[src/design/rles_pkg.sv]
// ----------------------------------------------------------------------------
// rles_pkg
// Shared types, request codes and duty scaling for the RGB LED effect
// sequencer.
// ----------------------------------------------------------------------------
package rles_pkg;

    // pwm duty resolution and breathe ramp length (steps = 2**shift)
    localparam int DUTY_BITS     = 10;
    localparam int BREATHE_SHIFT = 7;
    localparam int BREATHE_STEPS = 1 << BREATHE_SHIFT;
    // a breathe level is held period / (2 * steps) ticks
    localparam int HOLD_SHIFT    = BREATHE_SHIFT + 1;

    // color channels and fade quotient size (fade delta never exceeds 8 bits)
    localparam int N_CH      = 3;
    localparam int CH_W      = 2;
    localparam int QUO_BITS  = 8;
    localparam int QCNT_W    = 3;
    localparam int PROD_W    = 24;

    // duty scaling constants: duty = c * DUTY_MAX / 255
    localparam int DUTY_MAX  = (1 << DUTY_BITS) - 1;
    localparam int SCALE_INT = DUTY_MAX / 255;
    localparam int SCALE_REM = DUTY_MAX % 255;

    // request type codes
    localparam logic [2:0] REQ_TICK    = 3'd0;
    localparam logic [2:0] REQ_SET     = 3'd1;
    localparam logic [2:0] REQ_FADE    = 3'd2;
    localparam logic [2:0] REQ_BLINK   = 3'd3;
    localparam logic [2:0] REQ_BREATHE = 3'd4;

    typedef struct packed {
        logic [2:0]  req_type;
        logic [7:0]  red;
        logic [7:0]  green;
        logic [7:0]  blue;
        logic        save_color;
        logic [15:0] time_length;
        logic [15:0] repeat_count;
    } t_in_req;

    typedef struct packed {
        logic [DUTY_BITS-1:0] duty_red;
        logic [DUTY_BITS-1:0] duty_green;
        logic [DUTY_BITS-1:0] duty_blue;
        logic                 busy_res;
        logic                 rejected;
    } t_out_res;

    // c * DUTY_MAX / 255, truncated; the fractional part uses x/255 by
    // reciprocal multiply (x * 257 >> 16) plus one correction step
    function automatic logic [DUTY_BITS-1:0] duty_scale(input logic [7:0] c);
        logic [15:0] x;
        logic [23:0] prod;
        logic [7:0]  q0;
        logic [15:0] rem;
        logic [31:0] total;
        x     = 16'(SCALE_REM * int'(c));
        prod  = {x, 8'd0} + 24'(x);
        q0    = prod[23:16];
        rem   = x - 16'(q0) * 16'd255;
        total = 32'(SCALE_INT * int'(c)) + 32'(q0) + 32'(rem >= 16'd255);
        return total[DUTY_BITS-1:0];
    endfunction

endpackage

[src/design/rgb_led_effect_sequencer.sv]
// ----------------------------------------------------------------------------
// rgb_led_effect_sequencer
// Tick-driven RGB LED effect sequencer: set color, linear fade, blink and
// breathe, with one PWM duty triple reported per request.
// ----------------------------------------------------------------------------
// Every request (a one-millisecond tick or a command) produces one result with
// the three duties now shown, the busy flag and the reject flag. Commands that
// arrive while an effect runs are rejected and change nothing. Requests are
// taken one at a time: a request that needs no arithmetic goes straight to the
// output stage, while a breathe tick that changes the level runs one multiply
// per channel and a fade step runs one multiply and an 8-step division per
// channel, all on the single shared multiplier and compare-subtract divider,
// which serve the three color channels in turn. A finished result waits in the
// output register while the next request is already accepted.
module rgb_led_effect_sequencer (
    input  logic              i_clk,
    input  logic              i_rst_n,
    input  logic              i_in_valid,
    output logic              o_in_stall,
    input  rles_pkg::t_in_req i_in_req,
    output logic              o_out_valid,
    input  logic              i_out_stall,
    output rles_pkg::t_out_res o_out_res
);
    import rles_pkg::*;

    typedef enum logic [2:0] {
        S_IDLE,
        S_MUL,
        S_DIV,
        S_WB,
        S_DONE
    } t_state;

    typedef enum logic [2:0] {
        MODE_IDLE    = 3'd0,
        MODE_FADE    = 3'd2,
        MODE_BLINK   = 3'd3,
        MODE_BREATHE = 3'd4
    } t_mode;

    t_state            r_state;
    t_mode             r_mode;
    logic [7:0]        r_saved  [N_CH];
    logic [7:0]        r_start  [N_CH];
    logic [7:0]        r_target [N_CH];
    logic [7:0]        r_shown  [N_CH];
    logic [15:0]       r_step;
    logic [15:0]       r_hold;
    logic [15:0]       r_cycles;
    logic              r_ramp;
    logic [15:0]       r_len;
    logic              r_rej;
    logic              r_calc_fade;
    logic [CH_W-1:0]   r_ch;
    logic [PROD_W-1:0] r_rem;
    logic [PROD_W-1:0] r_dvs;
    logic [QUO_BITS-1:0] r_quo;
    logic              r_neg;
    logic [QCNT_W-1:0] r_cnt;
    logic              r_out_valid;
    t_out_res          r_out_res;

    logic [7:0]        in_col [N_CH];
    logic [16:0]       hold_inc;
    logic [15:0]       breathe_hold;
    logic [8:0]        diff;
    logic [8:0]        diff_abs;
    logic [7:0]        mul_a;
    logic [PROD_W-1:0] mul_p;
    logic              div_ge;
    logic [PROD_W-1:0] div_sub;
    logic [7:0]        fade_val;
    logic [15:0]       cycles_dec;

    // request color as an array
    assign in_col[0] = i_in_req.red;
    assign in_col[1] = i_in_req.green;
    assign in_col[2] = i_in_req.blue;

    // tick bookkeeping
    assign hold_inc     = {1'b0, r_hold} + 17'd1;
    assign breathe_hold = r_len >> HOLD_SHIFT;
    assign cycles_dec   = r_cycles - 16'd1;

    // shared multiplier: |target - start| * step for fade, saved * level for breathe
    assign diff     = {1'b0, r_target[r_ch]} - {1'b0, r_start[r_ch]};
    assign diff_abs = diff[8] ? (9'd0 - diff) : diff;
    assign mul_a    = r_calc_fade ? diff_abs[7:0] : r_saved[r_ch];
    assign mul_p    = {8'd0, r_step} * {16'd0, mul_a};

    // shared compare-subtract divider step
    assign div_ge  = (r_rem >= r_dvs);
    assign div_sub = r_rem - r_dvs;

    // fade value, truncated toward zero
    assign fade_val = r_neg ? (r_start[r_ch] - r_quo) : (r_start[r_ch] + r_quo);

    // handshake
    assign o_in_stall  = (r_state != S_IDLE);
    assign o_out_valid = r_out_valid;
    assign o_out_res   = r_out_res;

    // sequencer, effect state and output register
    always_ff @(posedge i_clk) begin
        if (!i_rst_n) begin
            r_state     <= S_IDLE;
            r_mode      <= MODE_IDLE;
            r_saved     <= '{default: 8'd0};
            r_start     <= '{default: 8'd0};
            r_target    <= '{default: 8'd0};
            r_shown     <= '{default: 8'd0};
            r_step      <= '0;
            r_hold      <= '0;
            r_cycles    <= '0;
            r_ramp      <= 1'b0;
            r_len       <= '0;
            r_rej       <= 1'b0;
            r_calc_fade <= 1'b0;
            r_ch        <= '0;
            r_cnt       <= '0;
            r_out_valid <= 1'b0;
        end else begin
            // output register drains
            if (r_out_valid && !i_out_stall) begin
                r_out_valid <= 1'b0;
            end

            case (r_state)
                S_IDLE: begin
                    if (i_in_valid) begin
                        r_rej   <= 1'b0;
                        r_ch    <= '0;
                        r_state <= S_DONE;
                        case (i_in_req.req_type)
                            // advance the running effect
                            REQ_TICK: begin
                                case (r_mode)
                                    MODE_FADE: begin
                                        if (r_step >= r_len) begin
                                            r_saved <= r_target;
                                            r_shown <= r_target;
                                            r_mode  <= MODE_IDLE;
                                        end else begin
                                            r_step      <= r_step + 16'd1;
                                            r_calc_fade <= 1'b1;
                                            r_state     <= S_MUL;
                                        end
                                    end
                                    MODE_BLINK: begin
                                        if (hold_inc < {1'b0, r_len}) begin
                                            r_hold <= hold_inc[15:0];
                                        end else begin
                                            r_hold <= '0;
                                            if (!r_ramp) begin
                                                r_ramp  <= 1'b1;
                                                r_shown <= r_saved;
                                            end else begin
                                                r_cycles <= cycles_dec;
                                                if (cycles_dec == 16'd0) begin
                                                    r_mode <= MODE_IDLE;
                                                end else begin
                                                    r_ramp  <= 1'b0;
                                                    r_shown <= '{default: 8'd0};
                                                end
                                            end
                                        end
                                    end
                                    MODE_BREATHE: begin
                                        if (hold_inc < {1'b0, breathe_hold}) begin
                                            r_hold <= hold_inc[15:0];
                                        end else begin
                                            r_hold      <= '0;
                                            r_calc_fade <= 1'b0;
                                            r_state     <= S_MUL;
                                            if (!r_ramp) begin
                                                if (r_step < 16'(BREATHE_STEPS)) begin
                                                    r_step <= r_step + 16'd1;
                                                end else begin
                                                    r_ramp <= 1'b1;
                                                end
                                            end else if (r_step != 16'd0) begin
                                                r_step <= r_step - 16'd1;
                                            end else begin
                                                r_cycles <= cycles_dec;
                                                if (cycles_dec == 16'd0) begin
                                                    r_shown <= r_saved;
                                                    r_mode  <= MODE_IDLE;
                                                    r_state <= S_DONE;
                                                end else begin
                                                    r_ramp <= 1'b0;
                                                end
                                            end
                                        end
                                    end
                                    default: begin
                                    end
                                endcase
                            end
                            // commands
                            REQ_SET, REQ_FADE, REQ_BLINK, REQ_BREATHE: begin
                                if (r_mode != MODE_IDLE) begin
                                    r_rej <= 1'b1;
                                end else begin
                                    case (i_in_req.req_type)
                                        REQ_SET: begin
                                            r_shown <= in_col;
                                            if (i_in_req.save_color) begin
                                                r_saved <= in_col;
                                            end
                                        end
                                        REQ_FADE: begin
                                            r_target <= in_col;
                                            if (i_in_req.time_length == 16'd0) begin
                                                r_saved <= in_col;
                                                r_shown <= in_col;
                                            end else begin
                                                // step zero shows the start color
                                                r_start <= r_saved;
                                                r_shown <= r_saved;
                                                r_len   <= i_in_req.time_length;
                                                r_step  <= '0;
                                                r_mode  <= MODE_FADE;
                                            end
                                        end
                                        REQ_BLINK: begin
                                            if (i_in_req.repeat_count != 16'd0) begin
                                                if (i_in_req.time_length == 16'd0) begin
                                                    r_shown <= r_saved;
                                                end else begin
                                                    r_len    <= i_in_req.time_length;
                                                    r_cycles <= i_in_req.repeat_count;
                                                    r_hold   <= '0;
                                                    r_ramp   <= 1'b0;
                                                    r_mode   <= MODE_BLINK;
                                                    r_shown  <= '{default: 8'd0};
                                                end
                                            end
                                        end
                                        default: begin
                                            // breathe
                                            r_len <= i_in_req.time_length;
                                            if (i_in_req.repeat_count == 16'd0 ||
                                                (i_in_req.time_length >> HOLD_SHIFT) == 16'd0)
                                            begin
                                                r_shown <= r_saved;
                                            end else begin
                                                r_cycles <= i_in_req.repeat_count;
                                                r_hold   <= '0;
                                                r_ramp   <= 1'b0;
                                                r_step   <= '0;
                                                r_mode   <= MODE_BREATHE;
                                                r_shown  <= '{default: 8'd0};
                                            end
                                        end
                                    endcase
                                end
                            end
                            default: begin
                            end
                        endcase
                    end
                end

                // product of the current channel
                S_MUL: begin
                    r_rem   <= mul_p;
                    r_dvs   <= PROD_W'({8'd0, r_len}) << (QUO_BITS - 1);
                    r_neg   <= diff[8];
                    r_quo   <= '0;
                    r_cnt   <= '0;
                    r_state <= r_calc_fade ? S_DIV : S_WB;
                end

                // one quotient bit per cycle
                S_DIV: begin
                    if (div_ge) begin
                        r_rem <= div_sub;
                    end
                    r_quo <= {r_quo[QUO_BITS-2:0], div_ge};
                    r_dvs <= r_dvs >> 1;
                    r_cnt <= r_cnt + 1'b1;
                    if (r_cnt == QCNT_W'(QUO_BITS - 1)) begin
                        r_state <= S_WB;
                    end
                end

                // write back channel color, move to next channel
                S_WB: begin
                    r_shown[r_ch] <= r_calc_fade ? fade_val : r_rem[BREATHE_SHIFT +: 8];
                    if (r_ch == CH_W'(N_CH - 1)) begin
                        r_state <= S_DONE;
                    end else begin
                        r_ch    <= r_ch + 1'b1;
                        r_state <= S_MUL;
                    end
                end

                // hand result to the output register
                S_DONE: begin
                    if (!r_out_valid || !i_out_stall) begin
                        r_out_valid          <= 1'b1;
                        r_out_res.duty_red   <= duty_scale(r_shown[0]);
                        r_out_res.duty_green <= duty_scale(r_shown[1]);
                        r_out_res.duty_blue  <= duty_scale(r_shown[2]);
                        r_out_res.busy_res   <= (r_mode != MODE_IDLE);
                        r_out_res.rejected   <= r_rej;
                        r_state              <= S_IDLE;
                    end
                end

                default: begin
                    r_state <= S_IDLE;
                end
            endcase
        end
    end

endmodule

[config.mk]
export PLATFORM = sky130hd
export DESIGN_NAME = rgb_led_effect_sequencer
export DESIGN_NICKNAME = d
export VERILOG_FILES = /design/src/design/rles_pkg.sv /design/src/design/rgb_led_effect_sequencer.sv
export SDC_FILE = /design/constraint.sdc
export NUM_CORES = 1
export LEC_CHECK = 0
export ABC_AREA = 0
export BUFFER_PORTS_ARGS = -buffer_cell sky130_fd_sc_hd__buf_2
export CAP_MARGIN = 10
export CELL_PAD_IN_SITES_DETAIL_PLACEMENT = 0
export CELL_PAD_IN_SITES_GLOBAL_PLACEMENT = 1
export CORE_MARGIN = 5
export CORE_UTILIZATION = 39
export CTS_BUF_LIST = sky130_fd_sc_hd__clkbuf_4
export DETAILED_ROUTE_END_ITERATION = 16
export PLACE_DENSITY = 0.76
export SLEW_MARGIN = 5
export SYNTH_ARGS = -nofsm -noshare
export SYNTH_HDL_FRONTEND = slang
export SYNTH_SLANG_ARGS = --single-unit
[constraint.sdc]
create_clock -name i_clk -period 15.5 [get_ports i_clk]
set_clock_uncertainty 0.2 [all_clocks]
set_input_delay 3.1 -clock i_clk [delete_from_list [all_inputs] [get_ports i_clk]]
set_output_delay 3.1 -clock i_clk [all_outputs]
set_load 0.02 [all_outputs]
==> out/summary.txt, run 1 <==
Slew headroom: 21.4%
crit-path max FO: 23
syn_nets: 3287
row count: 91
Post-CTS Repair Setup Buffers: 0
CP Data Arrival Time: 10.76 ns
run status: finished clean
Placer Congestion: 0.927
RSZ-0062 raised after global routing: no
Hold WC Path Type: flop to flop
setup TNS: 0 ns
die boundary height: 259 um
Final WS setup: 5.08 ns
max_cap viols: 0
global route total overflow: 0
final setup fails: 0
cts-stage hold buffer count: 0
vias in the first global route: 21816
fin crit period: 10.42 ns
top cells by count, synth: 312 x nand2_1, 252 x inv_1, 228 x a21oi_1
root buf cell: clkbuf_4
drt total wl: 74.6 mm
Post-synth EDFFs: 88
Die X: 259 um
Area contributors post-synth: dfxtp_1 14%, ha_1 11%, edfxtp_1 11%
IO Count: 98
maximum root-to-sink buffer count: 3
drt drc: 0
Clock Pin Slew Worst Setup and Hold Paths: 0.07 ns
# resized after CTS: 0
clk_lat worst skew: 0.87 ns
Final Cycle Share: 67.2%
first-pass detailed-route iteration total: 6
YS warnings: 0
largest net degree at the start of global routing: 71
initial antenna violation count: 7
Synth top area share: 14.5%
HPWL Detailed: 56.6 mm
Final Net Count: 3358
Num CTS Buffers: 77
post-synth top area cell: dfxtp_1
post-synth cell types: 89
CP endpoint kind: flop
Port Buf Inserts: 97
register bit total from synthesis: 263
cells after synthesis: 2891
Setup CP Type: flop to flop
Initial DRC Count: 1848
CP Data Required Time: 15.84 ns
syn_area_per_cell: 8.38 um^2
Final Max Tran Viols: 0
share of cells above drive strength 1: 10.8%
core area: 61600 um^2
via count: 22142
Pwr per Cell Area: 83.5 nW/um^2
CP Launch Type: flop
top-count cell post-synth: nand2_1
Cell Area, Synth: 24200 um^2
GRT Total Usage: 21.6%
Least-Margin Pin Slew: 1.18 ns
H-tree depth: 3
leakage: 11.1 nW
Starting Density: 39.3%
Post-synth ARST share: 0%
Peak VDD IR: 0.0510 mV
Final ANT Viol Nets: 0
slowest stage delay, CP: 0.94 ns
WL/cell: 19.3 um
Fin. Hold Viols: 0
sequential-to-total area share from yosys stat: 25.4%
ys flop type: dfxtp_1
slowest CP cell: a21oi_1
die area: 67200 um^2
DP Worst Slack: 5.25 ns
first-pass GRT wire length: 118 mm
Layout area overhead: 9.61%
vias per std cell: 5.73
achievable frequency: 95.9 MHz
CTS tree: built
Sink Count: 263
[report_power, final]
| group | total [mW] | internal (mW) | switching [mW] |
|---|---|---|---|
| clock | 0.705 | 0.370 | 0.335 |
| sequential | 0.772 | 0.739 | 0.0334 |
| combinational | 0.739 | 0.308 | 0.431 |
[cells by family (layout without fill, tap and decap cells)]
group	count (synthesis)	after routing	share of synthesized area [%]
adders and majority gates	333	333	20.7
DFF	263	263	25.4
other	0	8	0
xor gates and xnor gates	136	136	4.97
muxes	66	66	2.78
and+or+nand+nor	917	917	18.5
buffers and inverters	395	523	6.27
AOI/OAI and AO/OA	781	781	21.4
[sequential cells by signal (all words and copies together), names as in the netlist, 8 cells and up]
signal     flops
r_hold        16
r_dvs         23
r_len         16
r_cycles      16
r_rem         24
r_target      24
r_quo          8
r_shown       24
r_step        16
r_saved       24
r_start       24
o_out_res     32
[critical path, delay by kind of cell, from the launching register on]
| family | cells | cell delay, ns |
|---|---|---|
| compound gates | 17 | 4.37 |
| fa+ha+maj | 7 | 2.85 |
| simple gates | 4 | 1.05 |
| flops | 1 | 0.79 |
| buf+inv | 5 | 0.71 |
| xor+xnor | 1 | 0.18 |
[cells in the final DEF (no fill, tap or decap), types with 55 or more instances in the layout]
cell type / n
inv_1: 251
nor2_1: 195
fa_1: 114
o21ai_0: 168
dfxtp_1: 175
edfxtp_1: 88
a21o_1: 64
and2_1: 94
mux2i_1: 55
buf_2: 97
xor2_1: 57
nand2_1: 311
xnor2_1: 78
a21oi_1: 228
clkbuf_4: 113
ha_1: 218
[metrics by stage]
step                cells  util, %  hold slack (ns)  total power [mW]  instance area (um^2)
finish               3864     43.1            0.232              2.22                 26600
global route         3864     43.1            0.229              2.36                 26600
CTS                  3856     43.1            0.230              2.24                 26500
detailed placement   3720     41.4            0.224              1.52                 25500
global placement     3720     41.4            0.223              1.50                 25500
floorplan            2891        -            0.208              1.34                 24200
[layer usage]
layer / vias to the layer above / share of wire (%) / GRT usage (%)
met5: - / 0 / 0
met4: 0 / 4.1 / 9.25
met3: 198 / 6.3 / 3.53
met2: 749 / 47 / 35.7
met1: 10768 / 43 / 28.1
li1: 10427 / - / -
[area by class of cell]
class | instances | area, um^2
Inverter | 254 | 955
Multi-Input combinational cell | 2233 | 16600
Clock buffer | 113 | 848
Clock inverter | 23 | 168
Timing Repair Buffer | 133 | 756
Tap cell | 837 | 1050
Fill cell | 6215 | 35000
Sequential cell | 263 | 6150
Antenna cell | 8 | 20.0
[path summary, 6_finish.rpt]
path                        startpoint                endpoint  slack (ns)  depth (start not counted)
hold / removal      r_rej$_SDFFE_PN0P_  o_out_res[0]$_DFFE_PP_        0.23                          0
hold reg to reg     r_rej$_SDFFE_PN0P_  o_out_res[0]$_DFFE_PP_        0.23                          0
setup reg to reg  r_ch[1]$_SDFFE_PN0P_     r_rem[23]$_DFFE_PP_        5.08                         34
setup / recovery  r_ch[1]$_SDFFE_PN0P_     r_rem[23]$_DFFE_PP_        5.08                         34
No activity file was read; power rests on OpenSTA's default activity.
==> run 2, diff against run 1 <==
==> constraint.sdc (replaced) <==
create_clock -name i_clk -period 10.8 [get_ports i_clk]
set_clock_uncertainty 0.2 [all_clocks]
set_input_delay 2.16 -clock i_clk [delete_from_list [all_inputs] [get_ports i_clk]]
set_output_delay 2.16 -clock i_clk [all_outputs]
set_load 0.02 [all_outputs]
==> run 2 against run 1 <==
  * Register-to-register slack lost 3.2 ns
  * Via count shrank 1.4%
  * Wire length shrank 1.0%
  * Sequential share of layout area shrank 0.098 points
  * Critical endpoint unchanged
  * Largest power group unchanged
  * Highest routed layer unchanged
==> out/summary.txt, run 2 (synthesized netlist as in run 1, its figures left out) <==
run status: finished clean
# resized after CTS: 0
routing usage on met1: 27.8%
slowest CP cell: fa_1
setup TNS: 0 ns
via count: 21835
RSZ-0062 raised after global routing: no
DP Worst Slack: 1.89 ns
max_cap viols: 0
leading cell types in the layout, fill and taps excluded: 311 x nand2_1, 251 x inv_1, 228 x a21oi_1
fin crit period: 8.96 ns
achievable frequency: 112 MHz
Fin. Hold Viols: 0
cts-stage hold buffer count: 0
CP Data Required Time: 11.18 ns
Post-DP Area: 25500 um^2
Design Area, Final: 26700 um^2
crit-path max FO: 21
first-pass GRT wire length: 117 mm
Slew headroom: 16.8%
Final Cycle Share: 82.9%
CP Data Arrival Time: 9.34 ns
vias per std cell: 5.63
first-pass detailed-route iteration total: 7
dpl cells: 3724
GR peak layer: met2
share of cells above drive strength 1: 10.8%
Final Net Count: 3365
Setup CP Type: flop to flop
largest net degree at the start of global routing: 63
Final WS setup: 1.84 ns
leakage: 11.1 nW
Port Buf Inserts: 97
Cell Count, Final, Fillers Out: 3878
slowest stage delay, CP: 0.55 ns
clk_lat worst skew: 0.86 ns
Die X: 259 um
met3 Track Usage GR: 3.50%
Placer Congestion: 0.911
die boundary height: 259 um
most common cell after layout, fill and taps aside: nand2_1
grt met2 use: 35.7%
Pwr per Cell Area: 122 nW/um^2
Clock Pin Slew Worst Setup and Hold Paths: 0.07 ns
fill count: 6181
CP Launch Type: flop
Layout area overhead: 10.1%
Num CTS Buffers: 80
row count: 91
HPWL Detailed: 56.0 mm
die area: 67200 um^2
CP endpoint kind: flop
drt drc: 0
Starting Density: 39.3%
H-tree depth: 3
Least-Margin Pin Slew: 1.24 ns
WL/cell: 19.0 um
root buf cell: clkbuf_4
drt total wl: 73.9 mm
Final ANT Viol Nets: 0
Peak VDD IR: 0.0701 mV
initial antenna violation count: 4
global route total overflow: 0
IO Count: 98
max FFs per register: 32
Sink Count: 263
core area: 61600 um^2
vias in the first global route: 21712
CTS tree: built
final setup fails: 0
Final Max Tran Viols: 0
Post-CTS Repair Setup Buffers: 0
GRT Total Usage: 21.5%
Hold WC Path Type: flop to flop
Initial DRC Count: 1602
maximum root-to-sink buffer count: 3
-- run 2: cell types whose count changed in the layout (fill, tap and decap cells not counted), sizes merged --
cell / before / now
clkinv: 21 / 27
buf: 133 / 137
clkinvlp: 1 / 2
clkbuf: 113 / 114
bufinv: 2 / 4
-- run 2: area by class of cell --
type                            instances  area [um^2]  share of cell area [%]
Multi-Input combinational cell       2233        16600                    62.3
Inverter                              254          955                    3.58
Antenna cell                            8         20.0                  0.0751
Sequential cell                       263         6150                    23.1
Timing Repair Buffer                  137          786                    2.95
Clock inverter                         32          249                   0.934
Tap cell                              837         1050                    3.93
Clock buffer                          114          856                    3.21
-- run 2: routing by layer --
metal | share of wire, % | wire [um]
met5 | 0 | 0
met1 | 43 | 31900
met4 | 4.1 | 3000
met2 | 47 | 34600
met3 | 6.0 | 4440
-- run 2: worst max-delay path, delay by kind of cell (launching register included) --
| kind | cells | cell delay [ns] |
|---|---|---|
| AO/OA/AOI/OAI | 17 | 3.47 |
| XOR/XNOR | 1 | 0.16 |
| adder cells (fa/ha/maj) | 7 | 2.80 |
| flip-flops | 1 | 0.33 |
| AND/OR/NAND/NOR | 4 | 0.73 |
| buffers and inverters | 7 | 1.00 |
-- run 2: worst paths after layout --
check	startpoint	end	slack [ns]	depth (start not counted)
worst min register to register	r_start[22]$_SDFFE_PN0P_	r_start[22]$_SDFFE_PN0P_	0.25	2
worst max-delay path	r_ch[1]$_SDFFE_PN0P_	r_rem[23]$_DFFE_PP_	1.84	36
worst max register to register	r_ch[1]$_SDFFE_PN0P_	r_rem[23]$_DFFE_PP_	1.84	36
worst min-delay path	r_start[22]$_SDFFE_PN0P_	r_start[22]$_SDFFE_PN0P_	0.25	2
-- run 2: through the flow --
stage	power [mW]	utilization [%]	hold slack (ns)
5_1_grt	3.48	43.3	0.282
2_1_floorplan	1.92	-	0.208
3_5_place_dp	2.18	41.5	0.244
6_report	3.27	43.3	0.254
4_1_cts	3.29	43.3	0.258
3_3_place_gp	2.15	41.5	0.224
-- run 2: power by group --
group          total [mW]  internal [mW]  leakage (nW)  switching (mW)
sequential           1.11           1.06          2.24          0.0485
combinational        1.07          0.445          8.27           0.623
clock                1.09          0.587         0.640           0.502
total                3.27           2.09          11.1            1.17
